### src/dfs_pkg.sv
// Shared types, constants and helpers of the deadline field selector.
package dfs_pkg;

    localparam int TABLE_DEPTH = 256;
    localparam int IDX_W       = $clog2(TABLE_DEPTH);
    localparam int MAX_REPEATS = 24;
    localparam int DIV_W       = 17;
    localparam int NL_W        = 5;
    localparam int CFG_IDX_W   = 2;
    localparam int CFG_DATA_W  = 16;

    localparam logic signed [18:0] DAY_SD  = 19'sd86400;
    localparam logic signed [18:0] HALF_SD = 19'sd43200;
    localparam logic [17:0]        DAY_U   = 18'd86400;

    localparam logic CMD_LOAD   = 1'b0;
    localparam logic CMD_SELECT = 1'b1;

    localparam logic [8:0]  ACTIVE_RST   = 9'd0;
    localparam logic [7:0]  OVERHEAD_RST = 8'd45;
    localparam logic [15:0] MIN_GAP_RST  = 16'd900;
    localparam logic [11:0] IDLE_RST     = 12'd300;
    localparam logic [NL_W-1:0] NL_INIT  = '1;

    typedef enum logic [CFG_IDX_W-1:0] {
        CFG_ACTIVE,
        CFG_OVERHEAD,
        CFG_MIN_GAP,
        CFG_IDLE_WAIT
    } t_cfg_idx;

    typedef enum logic [3:0] {
        OP_NONE,
        OP_LOAD,
        OP_P1_START,
        OP_READ,
        OP_P1,
        OP_P2_START,
        OP_P2,
        OP_GO_PICK,
        OP_SH_CHK,
        OP_SH_WR,
        OP_OBS,
        OP_IDLE,
        OP_EMIT
    } t_op;

    typedef struct packed {
        logic take;
        t_op  op;
    } t_cmd;

    typedef struct packed {
        logic is_load;
        logic empty;
        logic last;
        logic dark;
        logic nready;
        logic pick_v;
        logic sh_ok;
        logic div_done;
        logic out_free;
    } t_stat;

    typedef struct packed {
        logic        cmd;
        logic [7:0]  entry_index;
        logic [16:0] clock_now;
        logic        open_shutter;
        logic [16:0] rise_time;
        logic [16:0] set_time;
        logic [16:0] first_time;
        logic [15:0] repeat_gap_s;
        logic [9:0]  exposure_s;
        logic [4:0]  repeats_wanted;
        logic        can_do;
    } t_in;

    typedef struct packed {
        logic        chosen;
        logic [7:0]  chosen_index;
        logic [11:0] duration_s;
        logic [4:0]  repeats_done;
        logic [16:0] next_due;
        logic        was_shortened;
    } t_out;

    typedef struct packed {
        logic [4:0]         done;
        logic [4:0]         wanted;
        logic               shutter;
        logic [16:0]        rise;
        logic [16:0]        set;
        logic [16:0]        due;
        logic [15:0]        gap;
        logic [9:0]         exposure;
        logic signed [17:0] up;
        logic signed [21:0] slack;
    } t_rec;

    // Signed distance from a to b on the day clock, folded into half a day.
    function automatic logic signed [18:0] clk_diff(input logic [16:0] a,
                                                    input logic [16:0] b);
        logic signed [18:0] d;
        d = $signed({2'b00, b}) - $signed({2'b00, a});
        if (d > HALF_SD) d = d - DAY_SD;
        if (d < -HALF_SD) d = d + DAY_SD;
        return d;
    endfunction

    // Seconds from a to b going forward, folded once.
    function automatic logic signed [17:0] fwd_span(input logic [16:0] a,
                                                    input logic [16:0] b);
        logic signed [18:0] d;
        d = $signed({2'b00, b}) - $signed({2'b00, a});
        if (d < 19'sd0) d = d + DAY_SD;
        return d[17:0];
    endfunction

endpackage

### src/dfs_ctrl.sv
// Controller: sequences loads, the status pass, the pick pass, shortening and results.
module dfs_ctrl (
    input  logic           i_clk,
    input  logic           i_rst_n,
    input  logic           i_in_valid,
    output logic           o_in_ready,
    input  dfs_pkg::t_stat i_stat,
    output dfs_pkg::t_cmd  o_cmd
);
    typedef enum logic [3:0] {
        S_IDLE, S_DISPATCH, S_P1_RD, S_P1_EV, S_P2_INIT, S_P2_RD, S_P2_EV, S_P2_END,
        S_SH_RD, S_SH_CHK, S_SH_DIV, S_SH_WR, S_OB_RD, S_OB_EV, S_IDLE_RES, S_EMIT
    } t_state;

    t_state r_state, n_state;
    logic   r_in_ready;

    always_comb begin
        n_state    = r_state;
        o_cmd.take = i_in_valid && r_in_ready;
        o_cmd.op   = dfs_pkg::OP_NONE;
        case (r_state)
            S_IDLE: begin
                if (o_cmd.take) n_state = S_DISPATCH;
            end
            S_DISPATCH: begin
                if (i_stat.is_load) begin
                    o_cmd.op = dfs_pkg::OP_LOAD;
                    n_state  = S_EMIT;
                end else begin
                    o_cmd.op = dfs_pkg::OP_P1_START;
                    n_state  = i_stat.empty ? S_IDLE_RES : S_P1_RD;
                end
            end
            S_P1_RD: begin
                o_cmd.op = dfs_pkg::OP_READ;
                n_state  = S_P1_EV;
            end
            S_P1_EV: begin
                o_cmd.op = dfs_pkg::OP_P1;
                if (i_stat.dark)      n_state = S_OB_RD;
                else if (i_stat.last) n_state = S_P2_INIT;
                else                  n_state = S_P1_RD;
            end
            S_P2_INIT: begin
                o_cmd.op = dfs_pkg::OP_P2_START;
                n_state  = S_P2_RD;
            end
            S_P2_RD: begin
                o_cmd.op = dfs_pkg::OP_READ;
                n_state  = S_P2_EV;
            end
            S_P2_EV: begin
                o_cmd.op = dfs_pkg::OP_P2;
                n_state  = i_stat.last ? S_P2_END : S_P2_RD;
            end
            S_P2_END: begin
                o_cmd.op = dfs_pkg::OP_GO_PICK;
                if (!i_stat.pick_v)    n_state = S_IDLE_RES;
                else if (i_stat.nready) n_state = S_OB_RD;
                else                   n_state = S_SH_RD;
            end
            S_SH_RD: begin
                o_cmd.op = dfs_pkg::OP_READ;
                n_state  = S_SH_CHK;
            end
            S_SH_CHK: begin
                o_cmd.op = dfs_pkg::OP_SH_CHK;
                n_state  = i_stat.sh_ok ? S_SH_DIV : S_IDLE_RES;
            end
            S_SH_DIV: begin
                if (i_stat.div_done) n_state = S_SH_WR;
            end
            S_SH_WR: begin
                o_cmd.op = dfs_pkg::OP_SH_WR;
                n_state  = S_OB_RD;
            end
            S_OB_RD: begin
                o_cmd.op = dfs_pkg::OP_READ;
                n_state  = S_OB_EV;
            end
            S_OB_EV: begin
                o_cmd.op = dfs_pkg::OP_OBS;
                n_state  = S_EMIT;
            end
            S_IDLE_RES: begin
                o_cmd.op = dfs_pkg::OP_IDLE;
                n_state  = S_EMIT;
            end
            S_EMIT: begin
                if (i_stat.out_free) begin
                    o_cmd.op = dfs_pkg::OP_EMIT;
                    n_state  = S_IDLE;
                end
            end
            default: n_state = S_IDLE;
        endcase
    end

    always_ff @(posedge i_clk) begin
        if (!i_rst_n) begin
            r_state    <= S_IDLE;
            r_in_ready <= 1'b0;
        end else begin
            r_state    <= n_state;
            r_in_ready <= (n_state == S_IDLE);
        end
    end

    assign o_in_ready = r_in_ready;
endmodule

### config.mk
export PLATFORM = sky130hd
export DESIGN_NAME = dfs_ctrl
export DESIGN_NICKNAME = d
export VERILOG_FILES = /design/src/dfs_pkg.sv /design/src/dfs_ctrl.sv
export SDC_FILE = /design/constraint.sdc
export NUM_CORES = 1
export LEC_CHECK = 0
export BUFFER_PORTS_ARGS = -buffer_cell sky130_fd_sc_hd__buf_4
export CORE_ASPECT_RATIO = 1.1
export CORE_MARGIN = 5
export CORE_UTILIZATION = 28
export DETAILED_ROUTE_END_ITERATION = 12
export HOLD_SLACK_MARGIN = 0.08
export PLACE_DENSITY_LB_ADDON = 0.08
export SYNTH_ARGS = -nofsm -noshare
export SYNTH_HDL_FRONTEND = slang
export SYNTH_SLANG_ARGS = --single-unit
### constraint.sdc
create_clock -name i_clk -period 2.8 [get_ports i_clk]
set_clock_uncertainty 0.2 [all_clocks]
set_input_delay 0.28 -clock i_clk [delete_from_list [all_inputs] [get_ports i_clk]]
set_output_delay 0.28 -clock i_clk [all_outputs]
set_load 0.05 [all_outputs]
Word-level counts from Yosys, hierarchy flattened --
Index checks and enable logic that the tools add are counted.
Cells by class: eq/ne operators 15, mux-type cells 15, reduce and logical (&&, ||, !) cells 5
Operator list (number):
- $pmux W4 S15 | 1
- $pmux W4 S11 | 1
- $eq A4 B4 Y1 const B | 8
- $mux W4 | 7
- $eq A4 B3 Y1 const B | 4
- $mux W3 | 4
- $eq A4 B2 Y1 const B | 2
- $logic_not A4 Y1 | 2
- $eq A4 B1 Y1 const B | 1
- $mux W2 | 2
- $reduce_or A4 Y1 | 1
- $reduce_or A2 Y1 | 1
- $logic_and A1 B1 Y1 | 1
Word-level totals: register bits 5, logic and storage cells 37, bits of input ports 12

Depth between registers and ports, before layout --
depth after elaboration 4, mapped depth 6, mapped depth without buffers 4

Worst setup path after synthesis --
Ideal clock, no wire load.
kind register to output, from reg r_state[3], to out o_cmd[1] (netlist name), path buffers 1, slack 0.271 ns, data required time 2.320 ns, stages on the path, launching flop included 6, arrival time 2.049 ns, path through dfxtp_1 > buf_6 > or2b_1 > nand2_1 > o21ai_0 > a221oi_1
RTL lines:
- from (decl) | RTL line dfs_ctrl.sv:15 | t_state r_state, n_state;
- from (signal assigned) | RTL line dfs_ctrl.sv:105 | r_state <= n_state;
- to (decl) | RTL line dfs_ctrl.sv:8 | output dfs_pkg::t_cmd o_cmd

==> impl_metrics.json <==
{
  "ff2ff_path_depth": 4,
  "ctsResizeCount": 0,
  "antenna_found_initial": 0,
  "tns_ns": 0,
  "finalMaxSlewViolations": 0,
  "routed.top_layer": "met3",
  "r2r-end": "o_in_ready",
  "p_clk_share_pct": 9.5,
  "setup_viol": 0,
  "final_layout_size_suffix_gt1_share_pct": 31.9,
  "avgRoutedWirePerCell_um": 13.1,
  "postCtsSetupBuffers": 0,
  "port-buffer-count": 17,
  "async_flop_share_pct": 0,
  "postSynthNetCount": 89,
  "ctsRootBufferMaster": "clkbuf_4",
  "synthFlopType": "dfxtp_1",
  "p_seq_share_pct": 22.2,
  "path_max_fanout": 17,
  "end_kind": "primary output",
  "h-tree-depth": 1,
  "first_global_vias": 595,
  "hold_class": "input pin to register",
  "synth_edf_count": 0,
  "hold_end": "r_state[3]",
  "drtIter0Drc": 9,
  "mappedNetlistArea_um2": 579,
  "fin_util_pct": 37.0,
  "intPower_uw": 383,
  "period_share_pct": 82.6,
  "fin_area_um2": 741,
  "p_comb_share_pct": 68.3,
  "rows": 17,
  "route.detailed.drc": 0,
  "cts_buffer_depth": 2,
  "worst_pin_slew_ns": 0.643,
  "syn_inst": 77,
  "r2r_setup_slack_ns": 0.81,
  "dr_wl_met3_um": 62,
  "clock-sinks": 5,
  "antenna_cells": 0,
  "layout_commonest_cell": "buf_4",
  "drt_wl_total_mm": 1.60,
  "ys_types": 39,
  "grt-ovfl-total": 0,
  "cp_data_required_time_ns": 2.32,
  "die_h_um": 57.7,
  "hold_start": "i_stat[0]",
  "syn_area_per_cell_um2": 7.52,
  "power.density_nw_per_um2": 1140,
  "crit_chain": "or2b_1, nand2_1, o21ai_0, a221oi_1, buf_4",
  "slowest_stage": "dfxtp_1",
  "numCtsBuffers": 3,
  "path_buf_inv": 1,
  "cpPeakStageDelay_ns": 0.64,
  "arrival_ns": 1.83,
  "ys_warn_count": 0,
  "synth_seq_cells": 5,
  "power.switching_uw": 463,
  "dp.final_hpwl_mm": 1.17,
  "drv_cap": 0,
  "nNetsFinal": 107,
  "fin_cells": 122,
  "gp_congestion": 0.699,
  "cp-start-kind": "register",
  "area_growth_pct": 27.9,
  "r2r_start": "r_state[1]",
  "grtUsageTotal_pct": 11.1,
  "switching_share_pct": 54.7,
  "final_cell_mix": "buf_4 (19), o21ai_0 (6), a21oi_1 (6), nand2_1 (5), dfxtp_1 (5)",
  "hold_path_depth": 4,
  "finalHoldViolations": 0,
  "placed_area_um2": 704,
  "met2WireLength_um": 734,
  "rsz0062_at_grt": "false",
  "fmaxAchievable_mhz": 432,
  "vias": 630,
  "io_pins": 18,
  "firstDrtPassIters": 4,
  "clk_pin_slew_ns": 0.04,
  "slew_headroom_pct": 57.1,
  "initial_core_util_pct": 29.0,
  "fp.coreArea_um2": 2000,
  "path_delay_family": "flip-flops",
  "fin_crit_ns": 2.31,
  "die_area_um2": 3080,
  "chipWidth_um": 53.4,
  "outcome": "completed",
  "cts_tree": "done",
  "clock_latency_ns": 0.24,
  "viasPerCell": 5.16,
  "post-place-cells": 117,
  "leakagePower_uw": 0.000290,
  "wl_met1_um": 807,
  "synth.yosys.seq_area_share_pct": 17.3,
  "irDropWorstVdd_mv": 0.732,
  "crit_type": "register to primary output",
  "grt_max_degree": 21,
  "grt_pass1_wl_mm": 2.68,
  "antenna_left": 0
}
==> flip-flops by register name, indices dropped and copies added, names as in the netlist <==
name        flops
o_in_ready      1
r_state         4
==> how the worst max path moves through the flow <==
stage | startpoint | depth (start not counted) | endpoint | slack [ns]
floorplan | r_state[3] | 5 | o_cmd[1] | 0.27
global placement | r_state[2] | 5 | o_cmd[1] | 0.76
detailed placement | r_state[2] | 5 | o_cmd[1] | 0.74
CTS | r_state[2] | 5 | o_cmd[1] | 0.47
global route | r_state[2] | 5 | o_cmd[1] | 0.22
finish | r_state[2] | 5 | o_cmd[1] | 0.49
==> kinds of logic (layout without fill, tap and decap cells) <==
kind of cell           after synthesis  in the layout  share of synthesized area, %
and+or+nand+nor                     35             35                          38.2
AOI/OAI and AO/OA                   26             26                          32.8
buffers and inverters               11             28                          11.7
DFF                                  5              5                          17.3
==> power by group through the flow <==
stage | combinational, uW | clock, uW | sequential [uW]
floorplan | 507 | 0 | 137
global placement | 587 | 0 | 187
detailed placement | 581 | 0 | 186
CTS | 584 | 84.7 | 185
global route | 636 | 92.5 | 198
finish | 578 | 80.4 | 188
==> metal layers <==
layer,track usage (%),vias up
met1,14.9,296
met4,1.09,0
met2,17.9,9
met3,3.34,0
li1,-,325
met5,0,-
==> final cells by class <==
class / count / area (um2)
inverter: 4 / 15.0
clock buffer: 4 / 26.3
tap: 28 / 35.0
multi-input combinational: 61 / 412
fill: 223 / 1260
sequential: 5 / 100
timing repair buffer: 20 / 153
==> synthesized netlist by cell type (all sizes together) (2+ instances only) <==
| cell | number | share of area (%) |
|---|---|---|
| a21o | 2 | 2.8 |
| a21oi | 6 | 5.2 |
| a311o | 2 | 3.5 |
| and2 | 4 | 4.3 |
| buf | 7 | 9.1 |
| dfxtp | 5 | 17 |
| inv | 4 | 2.6 |
| nand2 | 5 | 3.2 |
| nand2b | 2 | 2.2 |
| nand4 | 2 | 2.2 |
| nor2 | 4 | 2.6 |
| nor3 | 3 | 2.6 |
| nor3b | 3 | 4.8 |
| nor4 | 4 | 5.4 |
| o21ai | 6 | 5.2 |
| o311a | 2 | 3.7 |
==> timing repair <==
action | 4_1_cts | 5_1_grt
setup endpoints to repair | 0 | 0
hold buffers | 1 | 0
endpoints found under the hold margin | 2 | 0
==> tightest hold or removal path, stage by stage <==
cell	delay [ns]
buf_4	0.11
nand4_1	0.09
a21oi_1	0.16
nor3b_1	0.07
==> through the flow <==
step           power [uW]  hold slack [ns]  setup WS, ns
2_1_floorplan         644            0.202         0.271
4_1_cts               854            0.331         0.471
5_1_grt               927            0.358         0.221
6_report              846            0.324         0.487
3_5_place_dp          767            0.324         0.740
3_3_place_gp          774            0.317         0.755
(Power assumes the default switching activity.)
